$ cat config.mk
export PLATFORM = sky130hd
export DESIGN_NAME = vtcds_cfg
export DESIGN_NICKNAME = d
export VERILOG_FILES = /design/src/sv/vtcds_pkg.sv /design/src/sv/vtcds_cfg.sv
export SDC_FILE = /design/constraint.sdc
export NUM_CORES = 1
export LEC_CHECK = 0
export ABC_AREA = 0
export BUFFER_PORTS_ARGS = -buffer_cell sky130_fd_sc_hd__buf_2
export CORE_MARGIN = 3
export CORE_UTILIZATION = 23
export DETAILED_ROUTE_END_ITERATION = 7
export PLACE_DENSITY = 0.54
export SYNTH_ARGS = -nofsm -noshare
export SYNTH_HDL_FRONTEND = slang
export SYNTH_SLANG_ARGS = --single-unit
$ cat constraint.sdc
create_clock -name clk -period 1.1 [get_ports clk]
set_input_delay 0.11 -clock clk [delete_from_list [all_inputs] [get_ports clk]]
set_output_delay 0.11 -clock clk [all_outputs]
set_load 0.1 [all_outputs]
$ cat src/sv/vtcds_pkg.sv
// Shared types and constants for the vertex-to-cell depth stencil.
package vtcds_pkg;

	localparam int MAX_ROW_WIDTH  = 1024;
	localparam int DEPTH_BITS     = 24;
	localparam int COL_BITS       = $clog2(MAX_ROW_WIDTH);
	localparam int WIDTH_BITS     = 11;
	localparam int CFG_INDEX_BITS = 2;

	typedef logic signed [DEPTH_BITS-1:0] depth_t;

	typedef enum logic [1:0] {
		MODE_MAX  = 2'd0,
		MODE_MIN  = 2'd1,
		MODE_MEAN = 2'd2
	} mode_t;

	typedef enum logic [CFG_INDEX_BITS-1:0] {
		CFG_WINDOW_MODE   = 2'd0,
		CFG_ROW_WIDTH     = 2'd1,
		CFG_MISSING_VALUE = 2'd2
	} cfg_index_t;

	typedef struct packed {
		logic [1:0]            window_mode;
		logic [WIDTH_BITS-1:0] row_width;
		depth_t                missing_value;
	} cfg_t;

	typedef struct packed {
		depth_t cur;
		depth_t lf;
		depth_t up;
		depth_t ul;
		logic   active;
	} win_t;

endpackage

$ cat src/sv/vtcds_cfg.sv
// Configuration registers with row width clamped to the supported range.
module vtcds_cfg import vtcds_pkg::*; (
	input  logic                      clk,
	input  logic                      arst_n,
	input  logic                      cfg_we,
	input  logic [CFG_INDEX_BITS-1:0] cfg_index,
	input  logic [DEPTH_BITS-1:0]     cfg_data,
	output cfg_t                      cfg
);

	logic [1:0]            window_mode_q;
	logic [WIDTH_BITS-1:0] row_width_q;
	depth_t                missing_value_q;

	always_ff @(posedge clk or negedge arst_n) begin
		if (!arst_n) begin
			window_mode_q   <= MODE_MAX;
			row_width_q     <= WIDTH_BITS'(MAX_ROW_WIDTH);
			missing_value_q <= -DEPTH_BITS'(1022976);
		end else if (cfg_we) begin
			if (cfg_index == CFG_WINDOW_MODE)
				window_mode_q <= cfg_data[1:0];
			if (cfg_index == CFG_ROW_WIDTH)
				row_width_q <= cfg_data[WIDTH_BITS-1:0];
			if (cfg_index == CFG_MISSING_VALUE)
				missing_value_q <= depth_t'(cfg_data);
		end
	end

	always_comb begin
		cfg.window_mode   = window_mode_q;
		cfg.missing_value = missing_value_q;
		// zero acts as one, anything wider than the store as the store width
		if (row_width_q == '0)
			cfg.row_width = WIDTH_BITS'(1);
		else if (row_width_q > WIDTH_BITS'(MAX_ROW_WIDTH))
			cfg.row_width = WIDTH_BITS'(MAX_ROW_WIDTH);
		else
			cfg.row_width = row_width_q;
	end

endmodule

==> metrics <==
Max-Cap Viols=0; main combinational cell family by area after synthesis=multiplexers; Vias/cell=a little under 4; WL met2=approximately 2100 um; xor/xnor share of the synthesized area=0%; P_leak=roughly 1.4 nW; first-pass GRT wire length=around 6700 um; post-route setup slack=-0.436 ns; clk_lat worst skew=0.28 ns; CTS sink count=37; Hold Path Class=input pin to register; Rel. slew slack=between 80 and 90%; TritonCTS clock tree=built; Worst setup SP type=register; Die H=90.1 um; Slew @ Worst Pin=~0.29 ns; post-layout min period=1.54 ns; Cells after Synth=96; hold_ws=about 0.06 ns; Ports=66; met3 wire length=233 um; Wirelength per Cell=14.7 um; die width=between 90 and 100 um; fin crit share=140%; register clock-pin slew on the reported worst setup and hold paths=approximately 0.07 ns; FF+latch count, synth=37; Top Metal Used=met4; CP max stage delay=between 0.4 and 0.5 ns; crit path buf inv count=1; Synth area leaders=dfrtp_1 45%, mux2_4 28%, dfstp_2 13%; Worst Path Max Fanout=2; worst hold path depth=2; CP top delay family=flip-flops; met1 WL=1740 um; area share of the largest cell type after synthesis=between 40 and 50%; CP required=between 0.9 and 1 ns; compound-gate portion of the synthesized area=less than 1%; fraction of layout cells with a size suffix above 1=90.6%; Power Density=between 2000 and 2500 nW/um2; Post-Synth Adder-Cell Area=0%; Root Buffer=clkbuf_8; Synth Cell Area=1630 um2; CTS buffer count=5; Initial Utilization=about a quarter; core area=approximately 7000 um2; first-pass detailed-route iteration total=4; Buffers on Ports=65; gpl congestion=slightly below 0.7; Worst R2R Setup Slack=about 0.020 ns; Design Area, Final=3030 um2; Layout area overhead=86.2%; Max rail drop VDD=around 0.95 mV; Total Routed Length=slightly above 4000 um; status=finished, violations left; synth warn=0; Worst Reg-to-Reg Cells=4; Clock Tree Buf Depth=2; Total GRT Usage=between 10% and 20%; failing checks=setup timing; area leader, netlist=dfrtp_1; CP max-delay cell=dfrtp_1; post-synthesis simple-gate area fraction=~6.6%; fin. max-slew vios=0; Setup crit end kind=primary output; post-synthesis sequential area ratio=roughly 57%; Ant. Diodes=0; largest net degree at the start of global routing=38; Via Count=~1.1k; Crit. path cell count=3; Mean Syn Cell Area=roughly 17 um2; Routed Antenna Nets=0; Fmax=between 0.6 and 0.7 GHz; DR iter-0 viols=9; row cnt=30; Cell Chain, Critical Path=nor4_4, a32o_4, buf_12; DRC Markers=0; H-tree levels=2; mux cell area share after synthesis=32.5%; Distinct cells, synth=14; initial antenna violation count=0; die footprint=slightly above 8000 um2; Setup-failing EPs final=18; Fin. Hold Viols=0; post-synthesis net count=approximately 130; total grt overflow=0; final net count=about 210; Critical Path AT=roughly 1.4 ns; post-DP HPWL=around 3000 um; RSZ-0062 raised after global routing=yes; number of global-route vias before repair=1259; skew final=0 ns; Crit Path Category=register to primary output; area post-placement=roughly 2800 um2
[routing by layer]
metal,track usage [%],vias to the layer above
met3,3.43,2
met1,13.0,539
met2,17.5,43
met4,3.83,0
met5,0,-
li1,-,501
[layout make-up]
type                    instances  area, um2
clock buffers                   7       76.3
fillers                       642       3800
flip-flops and latches         37        986
repair buffers                 82       1090
well taps                      96        120
inverters                       1       3.75
clock inverters                 1       5.00
multi-input cells              53        747
[where the power goes]
part	total, mW	switching [mW]	internal (mW)
logic	4.04	2.40	1.65
registers	1.99	0.270	1.72
clock network	0.898	0.453	0.445
[layout by cell type, fill, tap and decap left out]
cell,n
buf_8,1
inv_1,1
nand3b_4,1
nor4_2,1
nand3b_1,1
dfrtp_1,10
buf_6,3
dlygate4sd3_1,1
mux2_2,7
mux2_4,30
nor2b_4,9
buf_4,7
dfstp_2,1
clkbuf_8,5
clkbuf_1,2
buf_2,28
clkinv_2,1
nor3b_1,1
buf_12,42
a32o_4,1
nor2_1,1
nor4_4,1
dfstp_4,7
dfrtp_2,19
[cells by family after synthesis]
logic type / after synthesis
flip-flops: 37
multiplexers: 37
AND/OR/NAND/NOR: 15
AO/OA/AOI/OAI: 1
buffers and inverters: 6
[worst paths after layout]
kind,startpoint,endpoint
worst max-delay path,row_width_q[8]$_DFFE_PN0P_,cfg[24]
min in group asynchronous,arst_n,missing_value_q[18]$_DFFE_PN0P_
worst min register to register,missing_value_q[11]$_DFFE_PN0P_,missing_value_q[11]$_DFFE_PN0P_
max in group asynchronous,arst_n,row_width_q[10]$_DFFE_PN1P_
worst min-delay path,cfg_data[22],missing_value_q[22]$_DFFE_PN1P_
worst max register to register,row_width_q[10]$_DFFE_PN1P_,row_width_q[10]$_DFFE_PN1P_
[sequential cells by signal, indices dropped and copies added, names as in the netlist]
| name | flops |
|---|---|
| missing_value_q | 24 |
| row_width_q | 11 |
| window_mode_q | 2 |
[cells in the mapped netlist, drive strengths merged]
| cell type | count |
|---|---|
| nand3b | 2 |
| dfrtp | 29 |
| dfstp | 8 |
| a32o | 1 |
| nor2b | 9 |
| inv | 1 |
| nor3b | 1 |
| nor4 | 2 |
| mux2 | 37 |
| nor2 | 1 |
| buf | 3 |
| clkbuf | 2 |
[worst register-to-register path, cell delays in order (launching register included)]
cell     delay (ns)
dfstp_2        0.57
buf_6          0.11
buf_12         0.13
buf_6          0.10
mux2_4         0.12
[per-stage QoR]
step	util, %	instances	setup TNS [ns]	setup WS [ns]	power [mW]
after floorplan	-	96	-0.629	-0.102	4.48
after global placement	41.2	265	-0.319	-0.152	5.84
after detailed placement	41.2	265	-0.416	-0.184	5.88
after CTS	43.9	274	-3.98	-0.476	6.99
after global routing	44.4	277	-5.00	-0.512	7.20
final	44.4	277	-4.12	-0.436	6.93
[repair_timing]
| action | 4_1_cts | 5_1_grt |
|---|---|---|
| gates resized for setup | 23 | 5 |
| setup buffers | 0 | 4 |
| hold buffers | 1 | 0 |
| hold endpoints to repair | 29 | 0 |
| endpoints found under the setup margin | 18 | 18 |
Power figures use the tool's default switching activity.
