[src/sv/vtcds_pkg.sv]
// Shared types and constants for the vertex-to-cell depth stencil.
package vtcds_pkg;

	localparam int MAX_ROW_WIDTH  = 1024;
	localparam int DEPTH_BITS     = 24;
	localparam int COL_BITS       = $clog2(MAX_ROW_WIDTH);
	localparam int WIDTH_BITS     = 11;
	localparam int CFG_INDEX_BITS = 2;

	typedef logic signed [DEPTH_BITS-1:0] depth_t;

	typedef enum logic [1:0] {
		MODE_MAX  = 2'd0,
		MODE_MIN  = 2'd1,
		MODE_MEAN = 2'd2
	} mode_t;

	typedef enum logic [CFG_INDEX_BITS-1:0] {
		CFG_WINDOW_MODE   = 2'd0,
		CFG_ROW_WIDTH     = 2'd1,
		CFG_MISSING_VALUE = 2'd2
	} cfg_index_t;

	typedef struct packed {
		logic [1:0]            window_mode;
		logic [WIDTH_BITS-1:0] row_width;
		depth_t                missing_value;
	} cfg_t;

	typedef struct packed {
		depth_t cur;
		depth_t lf;
		depth_t up;
		depth_t ul;
		logic   active;
	} win_t;

endpackage

[src/sv/vtcds_window.sv]
// Window reduction (max, min or floored mean), missing-value substitution for inactive cells and the result register.
module vtcds_window import vtcds_pkg::*; (
	input  logic   clk,
	input  logic   arst_n,
	input  cfg_t   cfg,
	input  logic   valid_s1,
	input  win_t   win_s1,
	input  logic   centre_stall,
	output logic   advance,
	output logic   centre_valid,
	output depth_t centre_depth
);

	depth_t                       max_a;
	depth_t                       max_b;
	depth_t                       min_a;
	depth_t                       min_b;
	logic signed [DEPTH_BITS+1:0] sum;
	depth_t                       res;

	assign max_a = (win_s1.cur > win_s1.lf) ? win_s1.cur : win_s1.lf;
	assign max_b = (win_s1.up > win_s1.ul) ? win_s1.up : win_s1.ul;
	assign min_a = (win_s1.cur < win_s1.lf) ? win_s1.cur : win_s1.lf;
	assign min_b = (win_s1.up < win_s1.ul) ? win_s1.up : win_s1.ul;

	assign sum = (DEPTH_BITS+2)'(win_s1.cur) + (DEPTH_BITS+2)'(win_s1.lf)
	           + (DEPTH_BITS+2)'(win_s1.up) + (DEPTH_BITS+2)'(win_s1.ul);

	always_comb begin
		if (!win_s1.active) begin
			res = cfg.missing_value;
		end else begin
			unique case (cfg.window_mode)
				MODE_MIN:  res = (min_a < min_b) ? min_a : min_b;
				// arithmetic shift floors toward minus infinity
				MODE_MEAN: res = depth_t'(sum[DEPTH_BITS+1:2]);
				default:   res = (max_a > max_b) ? max_a : max_b;
			endcase
		end
	end

	assign advance = !centre_valid || !centre_stall;

	always_ff @(posedge clk or negedge arst_n) begin
		if (!arst_n)
			centre_valid <= 1'b0;
		else if (advance)
			centre_valid <= valid_s1;
	end

	always_ff @(posedge clk) begin
		if (advance && valid_s1)
			centre_depth <= res;
	end

endmodule

[config.mk]
export PLATFORM = sky130hd
export DESIGN_NAME = vtcds_window
export DESIGN_NICKNAME = d
export VERILOG_FILES = /design/src/sv/vtcds_pkg.sv /design/src/sv/vtcds_window.sv
export SDC_FILE = /design/constraint.sdc
export NUM_CORES = 1
export LEC_CHECK = 0
export ABC_AREA = 1
export BUFFER_PORTS_ARGS = -buffer_cell sky130_fd_sc_hd__buf_2
export CAP_MARGIN = 20
export CORE_MARGIN = 1
export CORE_UTILIZATION = 30
export DETAILED_ROUTE_END_ITERATION = 12
export PLACE_DENSITY = 0.51
export RECOVER_POWER = 100
export SYNTH_ARGS = -nofsm -noshare
export SYNTH_HDL_FRONTEND = slang
export SYNTH_SLANG_ARGS = --single-unit
export TNS_END_PERCENT = 50
[constraint.sdc]
create_clock -name clk -period 2.8 [get_ports clk]
set_clock_uncertainty 0.2 [all_clocks]
set_input_delay 0.42 -clock clk [delete_from_list [all_inputs] [get_ports clk]]
set_output_delay 0.42 -clock clk [all_outputs]
set_load 0.02 [all_outputs]
==> run_results.csv, run 1 <==
group,metric,value,unit
outcome,outcome,"complete, but fails checks",
floorplan,die_ar,26700,sq um
global_routing,grt_pass1_wl,45.8,mm
timing,min_period_over_period,163,%
critical_path,cp_slowest_cell,"sky130_fd_sc_hd__o31ai_4",
logic_synthesis,synthesis_warnings,0,
detailed_routing,route.final.wire_length,30.4,mm
layout,seq_area,746,sq um
power,ir_drop,0.353,mV
timing,timing_worst_slew_pin_value,1270,ps
placement,place.gp.congestion,0.935,
timing,fmaxAchievable,219,MHz
logic_synthesis,syn_area,7830,sq um
global_routing,grt-ovfl-total,0,
clock_tree,cts_max_level,1,
critical_path,timing.critical_path.fanout_max,6,
critical_path,setup_crit_end_kind,"flip-flop",
detailed_routing,drtPass1Iterations,6,
floorplan,core_area,25400,sq um
critical_path,kind_of_critical_path,"input pin to flip-flop",
detailed_routing,drc_errors,0,
timing,post_route_worst_setup_slack,-1770,ps
layout,multi_input_comb_area,6800,sq um
logic_synthesis,syn_area_per_cell,6.42,sq um
placement,numPortBuffers,152,
flow_run,maxCapViolations,0,
timing,worst_slew_margin_rel,15.6,%
power,cellPowerDensity,512,nW/um^2
logic_synthesis,ys.flop_type,"sky130_fd_sc_hd__edfxtp_1",
floorplan,fp.dieH,164,microns
logic_synthesis,synth_seq_cells,25,
global_routing,antenna_violations_before_repair,0,
logic_synthesis,synthMostInstantiatedCell,"sky130_fd_sc_hd__nand2_1",
logic_synthesis,synthesized_area_fraction_occupied_by_and_or_nand_nor_cells,27.9,%
clock_tree,cts_tree,"done",
logic_synthesis,proportion_of_netlist_area_held_by_the_largest_area_contributor,19.0,%
outcome,failed_checks,"negative setup slack",
clock_tree,numClockSinks,25,
timing,final.min_clock_period,4570,ps
timing,hold_viol_final,0,
logic_synthesis,yosys.area_share.adder,31.6,%
global_routing,grt_start_max_net_pins,49,
critical_path,worst_setup_path_start_kind,"input pin",
layout,nFillCells,2629,
global_routing,vias_in_the_first_global_route,8695,
timing,maxSlewViolCount,0,
logic_synthesis,syn_inst,1219,
layout,final_cells,2001,
clock_tree,clkTransAtPathRegs,60,ps
clock_tree,cts_made_buffers,3,
logic_synthesis,largest_family_of_logic_cells_by_synthesized_area,"adder cells",
logic_synthesis,yosys-top-cells-area,"sky130_fd_sc_hd__ha_1, sky130_fd_sc_hd__nand2_1, sky130_fd_sc_hd__fa_1",
critical_path,cpPeakStageDelay,490,ps
logic_synthesis,post_synth_top_area_cell,"sky130_fd_sc_hd__ha_1",
critical_path,required,2610,ps
timing,setup_violations,24,
clock_tree,cts_root_buffer,"sky130_fd_sc_hd__clkbuf_16",
logic_synthesis,synth_seq_area_share,9.53,%
clock_tree,cts.path.max_buffers,2,
logic_synthesis,async_reset_ff_share,4.00,%
logic_synthesis,synth.net_count,1525,
placement,hpwlAfterDp,25.3,mm
floorplan,start_util,30.8,%
detailed_routing,via_density_per_instance,4.71,
power,power.total,6.36,mW
hold_path,worst_min_path_class,"input pin to flip-flop",
logic_synthesis,synth_xor_area_share,0.559,%
detailed_routing,drtIter0Drc,692,
logic_synthesis,synth_compound_gate_area_share,18.9,%
floorplan,io_pins,164,
layout,areaGrowthSynthToFinish,58.5,%
global_routing,grt_usage,22.1,%
timing,rsz0062_at_grt,"true",
critical_path,cp.arrival,4390,ps
layout,nets_final,1978,
floorplan,die_width,164,microns
logic_synthesis,yosys.cell_types.count,38,
detailed_routing,drt.antenna.violating_nets,0,
placement,dp_cells,1972,
floorplan,placement_rows,58,
logic_synthesis,ys_top_cells_by_count,"sky130_fd_sc_hd__nand2_1, sky130_fd_sc_hd__inv_1, sky130_fd_sc_hd__ha_1",
detailed_routing,route.detailed.wl_per_inst,15.2,microns
clock_tree,worstSkewPairLatency,260,ps
layout,num_antenna_cells,0,
logic_synthesis,synth_enable_flop_cells,24,
layout,finish.utilization,48.9,%
power,power.static_leakage,6.57,nW
detailed_routing,route.vias.total,9432,
layout,drive_gt1_share,35.2,%
logic_synthesis,muxShareOfSynthArea,0,%
-- timing repair --
action,in CTS,in global routing
hold endpoints to repair,1,0
hold buffers,1,0
resized for setup,43,129
setup endpoints to repair,24,24
cloned,1,6
buffers inserted,6,11
pin swaps,7,37
-- stage by stage --
step                      hold WS [ps]  cell area (sq um)  setup slack, ps  setup TNS (ps)
after floorplan                  -75.6               7960            -1600          -37800
after global placement           -5.00              11400            -2160          -50920
after detailed placement         -3.72              11400            -2180          -51540
after CTS                          168              11700            -1750          -40980
after global routing               183              12400            -2040          -48050
final                              170              12400            -1770          -41730
-- final timing paths --
path                                           from                         end  slack (ps)  cells after the start
setup reg to reg           centre_valid$_DFFE_PN0N_   centre_depth[4]$_DFFE_PP_         740                      2
max in group asynchronous                    arst_n    centre_valid$_DFFE_PN0N_        2060                      2
hold / removal                             valid_s1    centre_valid$_DFFE_PN0N_         170                      3
hold reg to reg            centre_valid$_DFFE_PN0N_    centre_valid$_DFFE_PN0N_         340                      2
min in group asynchronous                    arst_n    centre_valid$_DFFE_PN0N_         250                      2
setup / recovery                         win_s1[64]  centre_depth[20]$_DFFE_PP_       -1770                     25
-- layout make-up --
| type | count | share of cell area [%] |
|---|---|---|
| well taps | 330 | 3.33 |
| multi-input cells | 963 | 54.8 |
| inverters | 186 | 5.71 |
| clock buffers | 4 | 0.635 |
| repair buffers | 493 | 29.5 |
| flip-flops and latches | 25 | 6.01 |
-- report_power, final --
part	internal [mW]	switching [mW]
registers	0.479	0.0107
logic	2.65	2.90
clock network	0.195	0.119
total	3.32	3.03
-- logic make-up (layout without fill, tap and decap cells) --
group           count (synthesis)  after routing
compound gates                260            260
buf+inv                       231            683
xor+xnor                        5              5
flops                          25             25
fa+ha+maj                     168            168
simple gates                  530            530
-- worst max-delay path, delay by kind of cell --
kind / cells / cell delay [ps]
buffers and inverters: 10 / 1270
AOI/OAI and AO/OA: 6 / 1020
and+or+nand+nor: 6 / 950
adders and majority gates: 2 / 540
xor gates and xnor gates: 1 / 180
-- placed cells by master (no fill, tap or decap), types with 14 or more instances in the layout --
cell and instances:
sky130_fd_sc_hd__o211ai_1 25, sky130_fd_sc_hd__inv_2 14, sky130_fd_sc_hd__buf_2 110, sky130_fd_sc_hd__inv_1 168
sky130_fd_sc_hd__nand2_2 22, sky130_fd_sc_hd__nand4_1 14, sky130_fd_sc_hd__nand2_1 339, sky130_fd_sc_hd__ha_4 23
sky130_fd_sc_hd__o21ai_0 84, sky130_fd_sc_hd__nand3_1 71, sky130_fd_sc_hd__ha_1 96, sky130_fd_sc_hd__buf_6 17
sky130_fd_sc_hd__nor2_1 54, sky130_fd_sc_hd__clkbuf_1 28, sky130_fd_sc_hd__o21ai_1 18, sky130_fd_sc_hd__edfxtp_1 24
sky130_fd_sc_hd__fa_1 49, sky130_fd_sc_hd__buf_4 317, sky130_fd_sc_hd__a21oi_1 71
-- per-layer routing --
| layer | up-vias | global-route usage (%) | wire [microns] |
|---|---|---|---|
| met5 | - | 0 | 0 |
| met4 | 0 | 2.95 | 314 |
| met3 | 15 | 0.838 | 1800 |
| met2 | 275 | 33.7 | 13000 |
| met1 | 4227 | 34.6 | 15200 |
| li1 | 4915 | - | - |
-- flip-flops by register name, indices dropped and copies added (netlist names) --
| signal | count |
|---|---|
| centre_depth | 24 |
| centre_valid | 1 |
Power figures use the tool's default switching activity.
==> run 2: changes to the inputs <==
==> constraint.sdc (replaced) <==
create_clock -name clk -period 2.8 [get_ports clk]
set_clock_uncertainty 0.2 [all_clocks]
set_input_delay 0.56 -clock clk [delete_from_list [all_inputs] [get_ports clk]]
set_output_delay 0.56 -clock clk [all_outputs]
set_load 0.02 [all_outputs]
==> run 2 against run 1 <==
The flow still finishes with violations (negative setup slack). Flip-flop and latch count stayed put. Clock-buffer cell count stayed put. First-iteration DRC count is 6.4% lower. Routed wire length is 2.2% higher.
==> run_results.csv, run 2 (same netlist as run 1, synthesis figures left out) <==
group,metric,value,unit
outcome,outcome,"complete, but fails checks",
outcome,failed_checks,"negative setup slack",
placement,numPortBuffers,152,
placement,hpwlAfterDp,25.7,mm
critical_path,crit_top_cell,"sky130_fd_sc_hd__nand2_2",
power,power.total,6.44,mW
detailed_routing,wl_met1,15.5,mm
global_routing,antenna_violations_before_repair,0,
global_routing,grt_start_max_net_pins,48,
clock_tree,cts_made_buffers,3,
floorplan,start_util,30.8,%
floorplan,placement_rows,58,
layout,drive_gt1_share,37.0,%
detailed_routing,drtPass1Iterations,5,
floorplan,core_area,25400,sq um
timing,rsz0062_at_grt,"true",
detailed_routing,drt.antenna.violating_nets,0,
detailed_routing,drtIter0Drc,648,
detailed_routing,route.detailed.wl_per_inst,15.5,microns
clock_tree,cts_root_buffer,"sky130_fd_sc_hd__clkbuf_16",
layout,final_cell_area,12600,sq um
critical_path,timing.critical_path.fanout_max,11,
placement,post_dp_cell_area,11400,sq um
critical_path,cp_slowest_cell,"sky130_fd_sc_hd__ha_4",
layout,layout.cells.most_common_list,"sky130_fd_sc_hd__nand2_1, sky130_fd_sc_hd__buf_4, sky130_fd_sc_hd__inv_1, sky130_fd_sc_hd__buf_2, sky130_fd_sc_hd__ha_1",
global_routing,grt-ovfl-total,0,
timing,setup_violations,24,
power,cellPowerDensity,511,nW/um^2
clock_tree,numClockSinks,25,
critical_path,cpPeakStageDelay,280,ps
clock_tree,worstSkewPairLatency,260,ps
hold_path,worst_min_path_class,"input pin to flip-flop",
critical_path,cp.arrival,4570,ps
critical_path,worst_setup_path_start_kind,"input pin",
critical_path,kind_of_critical_path,"input pin to flip-flop",
detailed_routing,route.final.wire_length,31.1,mm
timing,min_period_over_period,170,%
flow_run,maxCapViolations,0,
global_routing,grt_pass1_wl,46.0,mm
power,power.static_leakage,6.63,nW
placement,place.gp.congestion,0.978,
timing,maxSlewViolCount,0,
timing,fmaxAchievable,210,MHz
critical_path,required,2610,ps
layout,nFillCells,2587,
clock_tree,clkTransAtPathRegs,60,ps
critical_path,setup_crit_end_kind,"flip-flop",
detailed_routing,dr_wl_met2,13.5,mm
layout,num_antenna_cells,0,
detailed_routing,route.vias.total,9469,
layout,top_register,"centre_depth",
detailed_routing,drc_errors,0,
clock_tree,cts_tree,"done",
layout,largest_register_ffs,24,
timing,worst_slew_margin_rel,16.3,%
clock_tree,cts_max_level,1,
timing,timing_worst_slew_pin_value,1260,ps
timing,hold_viol_final,0,
clock_tree,cts.path.max_buffers,2,
power,ir_drop,0.338,mV
global_routing,grt_usage,22.1,%
floorplan,die_ar,26700,sq um
layout,areaGrowthSynthToFinish,60.9,%
timing,post_route_worst_setup_slack,-1960,ps
floorplan,die_width,164,microns
detailed_routing,routed.top_layer,"met4",
layout,reg.largest.list,"centre_depth: 24 flops, centre_valid: 1 flops",
global_routing,vias_in_the_first_global_route,8822,
timing,final.min_clock_period,4760,ps
detailed_routing,detailroute.wirelength.met3,1.78,mm
floorplan,io_pins,164,
floorplan,fp.dieH,164,microns
layout,layout_commonest_cell,"sky130_fd_sc_hd__nand2_1",
detailed_routing,via_density_per_instance,4.71,
layout,nets_final,1986,
==> run 2: cell types whose count changed in the layout (fill, tap and decap cells not counted), sizes merged <==
cell	previous run	this run
buf	460	466
clkbuf	36	38
==> run 2: final cells by class <==
type	count	area, sq um	area share (%)
Clock buffer	4	78.8	0.626
Inverter	186	703	5.58
Multi-Input combinational cell	963	6950	55.2
Sequential cell	25	746	5.92
Tap cell	330	413	3.28
Timing Repair Buffer	501	3700	29.4
==> run 2: metal layers <==
layer / GRT usage, % / vias up
met5: 0 / -
met4: 3.16 / 0
met3: 1.55 / 21
met2: 34.1 / 226
met1: 33.8 / 4284
li1: - / 4938
==> run 2: final timing paths <==
check                                               from                        end  slack [ps]  cells after the start
worst min register to register  centre_valid$_DFFE_PN0N_   centre_valid$_DFFE_PN0N_         370                      2
min in group asynchronous                         arst_n   centre_valid$_DFFE_PN0N_         400                      2
worst max register to register  centre_valid$_DFFE_PN0N_  centre_depth[3]$_DFFE_PP_         720                      2
worst min-delay path                            valid_s1   centre_valid$_DFFE_PN0N_         320                      3
worst max-delay path                          win_s1[48]  centre_depth[4]$_DFFE_PP_       -1960                     31
max in group asynchronous                         arst_n   centre_valid$_DFFE_PN0N_        1920                      2
==> run 2: power breakdown <==
part / internal [mW] / switching [mW] / total (mW)
clock: 0.195 / 0.120 / 0.314
combinational: 2.68 / 2.96 / 5.63
sequential: 0.479 / 0.0101 / 0.489
==> run 2: timing repair <==
action / in CTS / in global routing
hold buffers: 1 / 0
resized for setup: 26 / 169
endpoints found under the setup margin: 24 / 24
buffers inserted: 1 / 22
hold endpoints to repair: 1 / 0
pin swaps: 0 / 38
gates cloned: 1 / 7
==> run 2: stage by stage <==
| stage | hold slack, ps | TNS (ps) | instances | setup WS, ps | util (%) |
|---|---|---|---|---|---|
| 3_3_place_gp | 135 | -59040 | 1974 | -2480 | 44.7 |
| 3_5_place_dp | 140 | -59220 | 1974 | -2480 | 44.7 |
| 4_1_cts | 336 | -46130 | 1981 | -1940 | 45.4 |
| 2_1_floorplan | 64.4 | -41160 | 1219 | -1740 | - |
| 6_report | 325 | -46480 | 2009 | -1960 | 49.6 |
| 5_1_grt | 334 | -51180 | 2009 | -2180 | 49.6 |
==> run 2: worst max-delay path, delay by kind of cell <==
| family | cells | cell delay [ps] |
|---|---|---|
| AND/OR/NAND/NOR | 13 | 1170 |
| AO/OA/AOI/OAI | 8 | 1160 |
| buffers and inverters | 7 | 940 |
| adder cells (fa/ha/maj) | 2 | 530 |
| XOR/XNOR | 1 | 190 |
==> run 3: changes to the inputs <==
--- a/config.mk
+++ b/config.mk
@@ -13,6 +13,7 @@
 export DETAILED_ROUTE_END_ITERATION = 12
 export PLACE_DENSITY = 0.51
 export RECOVER_POWER = 100
+export REMOVE_ABC_BUFFERS = 1
 export SYNTH_ARGS = -nofsm -noshare
 export SYNTH_HDL_FRONTEND = slang
 export SYNTH_SLANG_ARGS = --single-unit
==> run 3 against run 2 <==
The flow still finishes with violations (negative setup slack). Die area stayed put. Register-to-register slack better by 210 ps. Non-clock buffer count is 23 lower. Cell count is 1.1% lower. Critical path type unchanged.
==> run_results.csv, run 3 (same netlist as run 1, synthesis figures left out) <==
group,metric,value,unit
layout,multi_input_comb_area,6690,sq um
detailed_routing,routed.top_layer,"met5",
clock_tree,clkTransAtPathRegs,100,ps
floorplan,start_util,30.8,%
clock_tree,cts_root_buffer,"sky130_fd_sc_hd__clkbuf_16",
detailed_routing,route.final.wire_length,32.1,mm
layout,final_cell_area,12100,sq um
detailed_routing,route.detailed.wl_per_inst,16.2,microns
global_routing,grt_start_max_net_pins,48,
timing,rsz0062_at_grt,"true",
clock_tree,cts.path.max_buffers,2,
clock_tree,cts_tree,"done",
critical_path,cpPeakStageDelay,400,ps
timing,hold_ws,305,ps
detailed_routing,drc_errors,0,
floorplan,placement_rows,58,
timing,timing_worst_slew_pin_value,933,ps
placement,numPortBuffers,152,
floorplan,fp.dieH,164,microns
layout,finish.utilization,47.6,%
floorplan,core_area,25400,sq um
flow_run,maxCapViolations,0,
clock_tree,cts_made_buffers,3,
critical_path,critical_path_s_top_delay_family,"simple AND/OR/NAND/NOR gates",
global_routing,grt_pass1_wl,49.3,mm
timing,min_period_over_period,176,%
detailed_routing,via_density_per_instance,4.88,
global_routing,grt_usage,24.1,%
timing,worst_slew_margin_rel,37.8,%
detailed_routing,drtIter0Drc,613,
critical_path,cp_slowest_cell,"sky130_fd_sc_hd__o31ai_4",
detailed_routing,drt.antenna.violating_nets,0,
outcome,outcome,"complete, but fails checks",
timing,setup_violations,24,
detailed_routing,detailroute.wirelength.met3,1.66,mm
power,cellPowerDensity,515,nW/um^2
floorplan,die_ar,26700,sq um
global_routing,antenna_violations_before_repair,1,
placement,hpwlAfterDp,25.7,mm
timing,fmaxAchievable,202,MHz
layout,layout.cells.most_common_list,"sky130_fd_sc_hd__nand2_1, sky130_fd_sc_hd__buf_4, sky130_fd_sc_hd__inv_1, sky130_fd_sc_hd__buf_2, sky130_fd_sc_hd__ha_1",
detailed_routing,route.vias.total,9700,
critical_path,setup_crit_end_kind,"flip-flop",
critical_path,worst-path-buf-inv,8,
critical_path,timing.critical_path.fanout_max,7,
global_routing,vias_in_the_first_global_route,9284,
critical_path,cp.arrival,4800,ps
placement,dp_worst_setup_slack,-2630,ps
placement,place.gp.congestion,0.926,
timing,maxSlewViolCount,0,
clock_tree,worstSkewPairLatency,280,ps
layout,drive_gt1_share,34.4,%
detailed_routing,drtPass1Iterations,5,
critical_path,kind_of_critical_path,"input pin to flip-flop",
clock_tree,numClockSinks,25,
placement,post_dp_cell_area,11100,sq um
floorplan,die_width,164,microns
critical_path,required,2660,ps
detailed_routing,dr_wl_met2,15.2,mm
floorplan,io_pins,164,
critical_path,crit_top_cell,"sky130_fd_sc_hd__nand2_1",
layout,top_register,"centre_depth",
timing,hold_viol_final,0,
layout,areaGrowthSynthToFinish,54.6,%
clock_tree,cts_max_level,1,
layout,nets_final,1963,
detailed_routing,wl_met1,14.4,mm
layout,largest_register_ffs,24,
power,power.static_leakage,6.48,nW
layout,num_antenna_cells,0,
layout,layout_commonest_cell,"sky130_fd_sc_hd__nand2_1",
layout,nFillCells,2656,
critical_path,worst_setup_path_start_kind,"input pin",
layout,seq_area,746,sq um
timing,post_route_worst_setup_slack,-2140,ps
layout,reg.largest.list,"centre_depth: 24 flops, centre_valid: 1 flops",
global_routing,grt-ovfl-total,0,
hold_path,worst_min_path_class,"input pin to flip-flop",
outcome,failed_checks,"negative setup slack",
timing,summed_negative_setup_slack_over_all_endpoints,-50160,ps
timing,final.min_clock_period,4940,ps
power,ir_drop,0.448,mV
run 3: changes by cell type in the layout (fill, tap and decap cells not counted), moves of 5 or more:
cell,previous run,this run
sky130_fd_sc_hd__nand2_2,21,27
sky130_fd_sc_hd__nor2_1,49,55
sky130_fd_sc_hd__ha_4,29,14
sky130_fd_sc_hd__buf_4,322,302
sky130_fd_sc_hd__nand2_1,335,330
sky130_fd_sc_hd__ha_1,90,105
sky130_fd_sc_hd__clkbuf_16,10,4
sky130_fd_sc_hd__nor2_2,9,4
run 3: path summary, 6_finish.rpt:
kind	startpoint	end	slack, ps	cells past startpoint
setup reg to reg	centre_valid$_DFFE_PN0N_	centre_depth[7]$_DFFE_PP_	930	2
setup / recovery	win_s1[45]	centre_depth[13]$_DFFE_PP_	-2140	29
min in group asynchronous	arst_n	centre_valid$_DFFE_PN0N_	370	2
max in group asynchronous	arst_n	centre_valid$_DFFE_PN0N_	1950	2
hold / removal	valid_s1	centre_valid$_DFFE_PN0N_	300	3
hold reg to reg	centre_valid$_DFFE_PN0N_	centre_valid$_DFFE_PN0N_	390	2
run 3: repair_timing:
item,CTS,global route
buffers inserted,17,9
setup endpoints to repair,24,24
gates resized for setup,110,66
endpoints found under the hold margin,1,0
hold buffers,1,0
gates cloned,6,1
pin swaps,20,48
run 3: metal layers:
metal  global-route usage [%]  vias to the layer above
li1                         -                     4908
met1                     32.1                     4440
met5                        0                        -
met3                     1.63                       42
met4                     5.98                        2
met2                     42.0                      308
run 3: worst register-to-register path: stages (launching register included):
cell and delay, ps:
sky130_fd_sc_hd__dfrtp_1 430, sky130_fd_sc_hd__a21oi_4 150, sky130_fd_sc_hd__clkbuf_2 720
run 3: layout make-up:
class / instances / share of cell area, %
multi-input combinational: 963 / 55.3
clock buffer: 4 / 0.651
timing repair buffer: 478 / 28.7
inverter: 186 / 5.81
tap: 330 / 3.41
sequential: 25 / 6.16
run 3: where the power goes:
group          switching (mW)  internal, mW
logic                    2.91          2.43
clock network           0.204         0.198
registers              0.0179         0.479
total                    3.13          3.10
run 3: through the flow:
stage          total power, mW  std cells
6_report                  6.23       1986
5_1_grt                   6.80       1986
4_1_cts                   5.99       1979
3_5_place_dp              5.17       1951
3_3_place_gp              5.14       1951
2_1_floorplan             3.00       1174
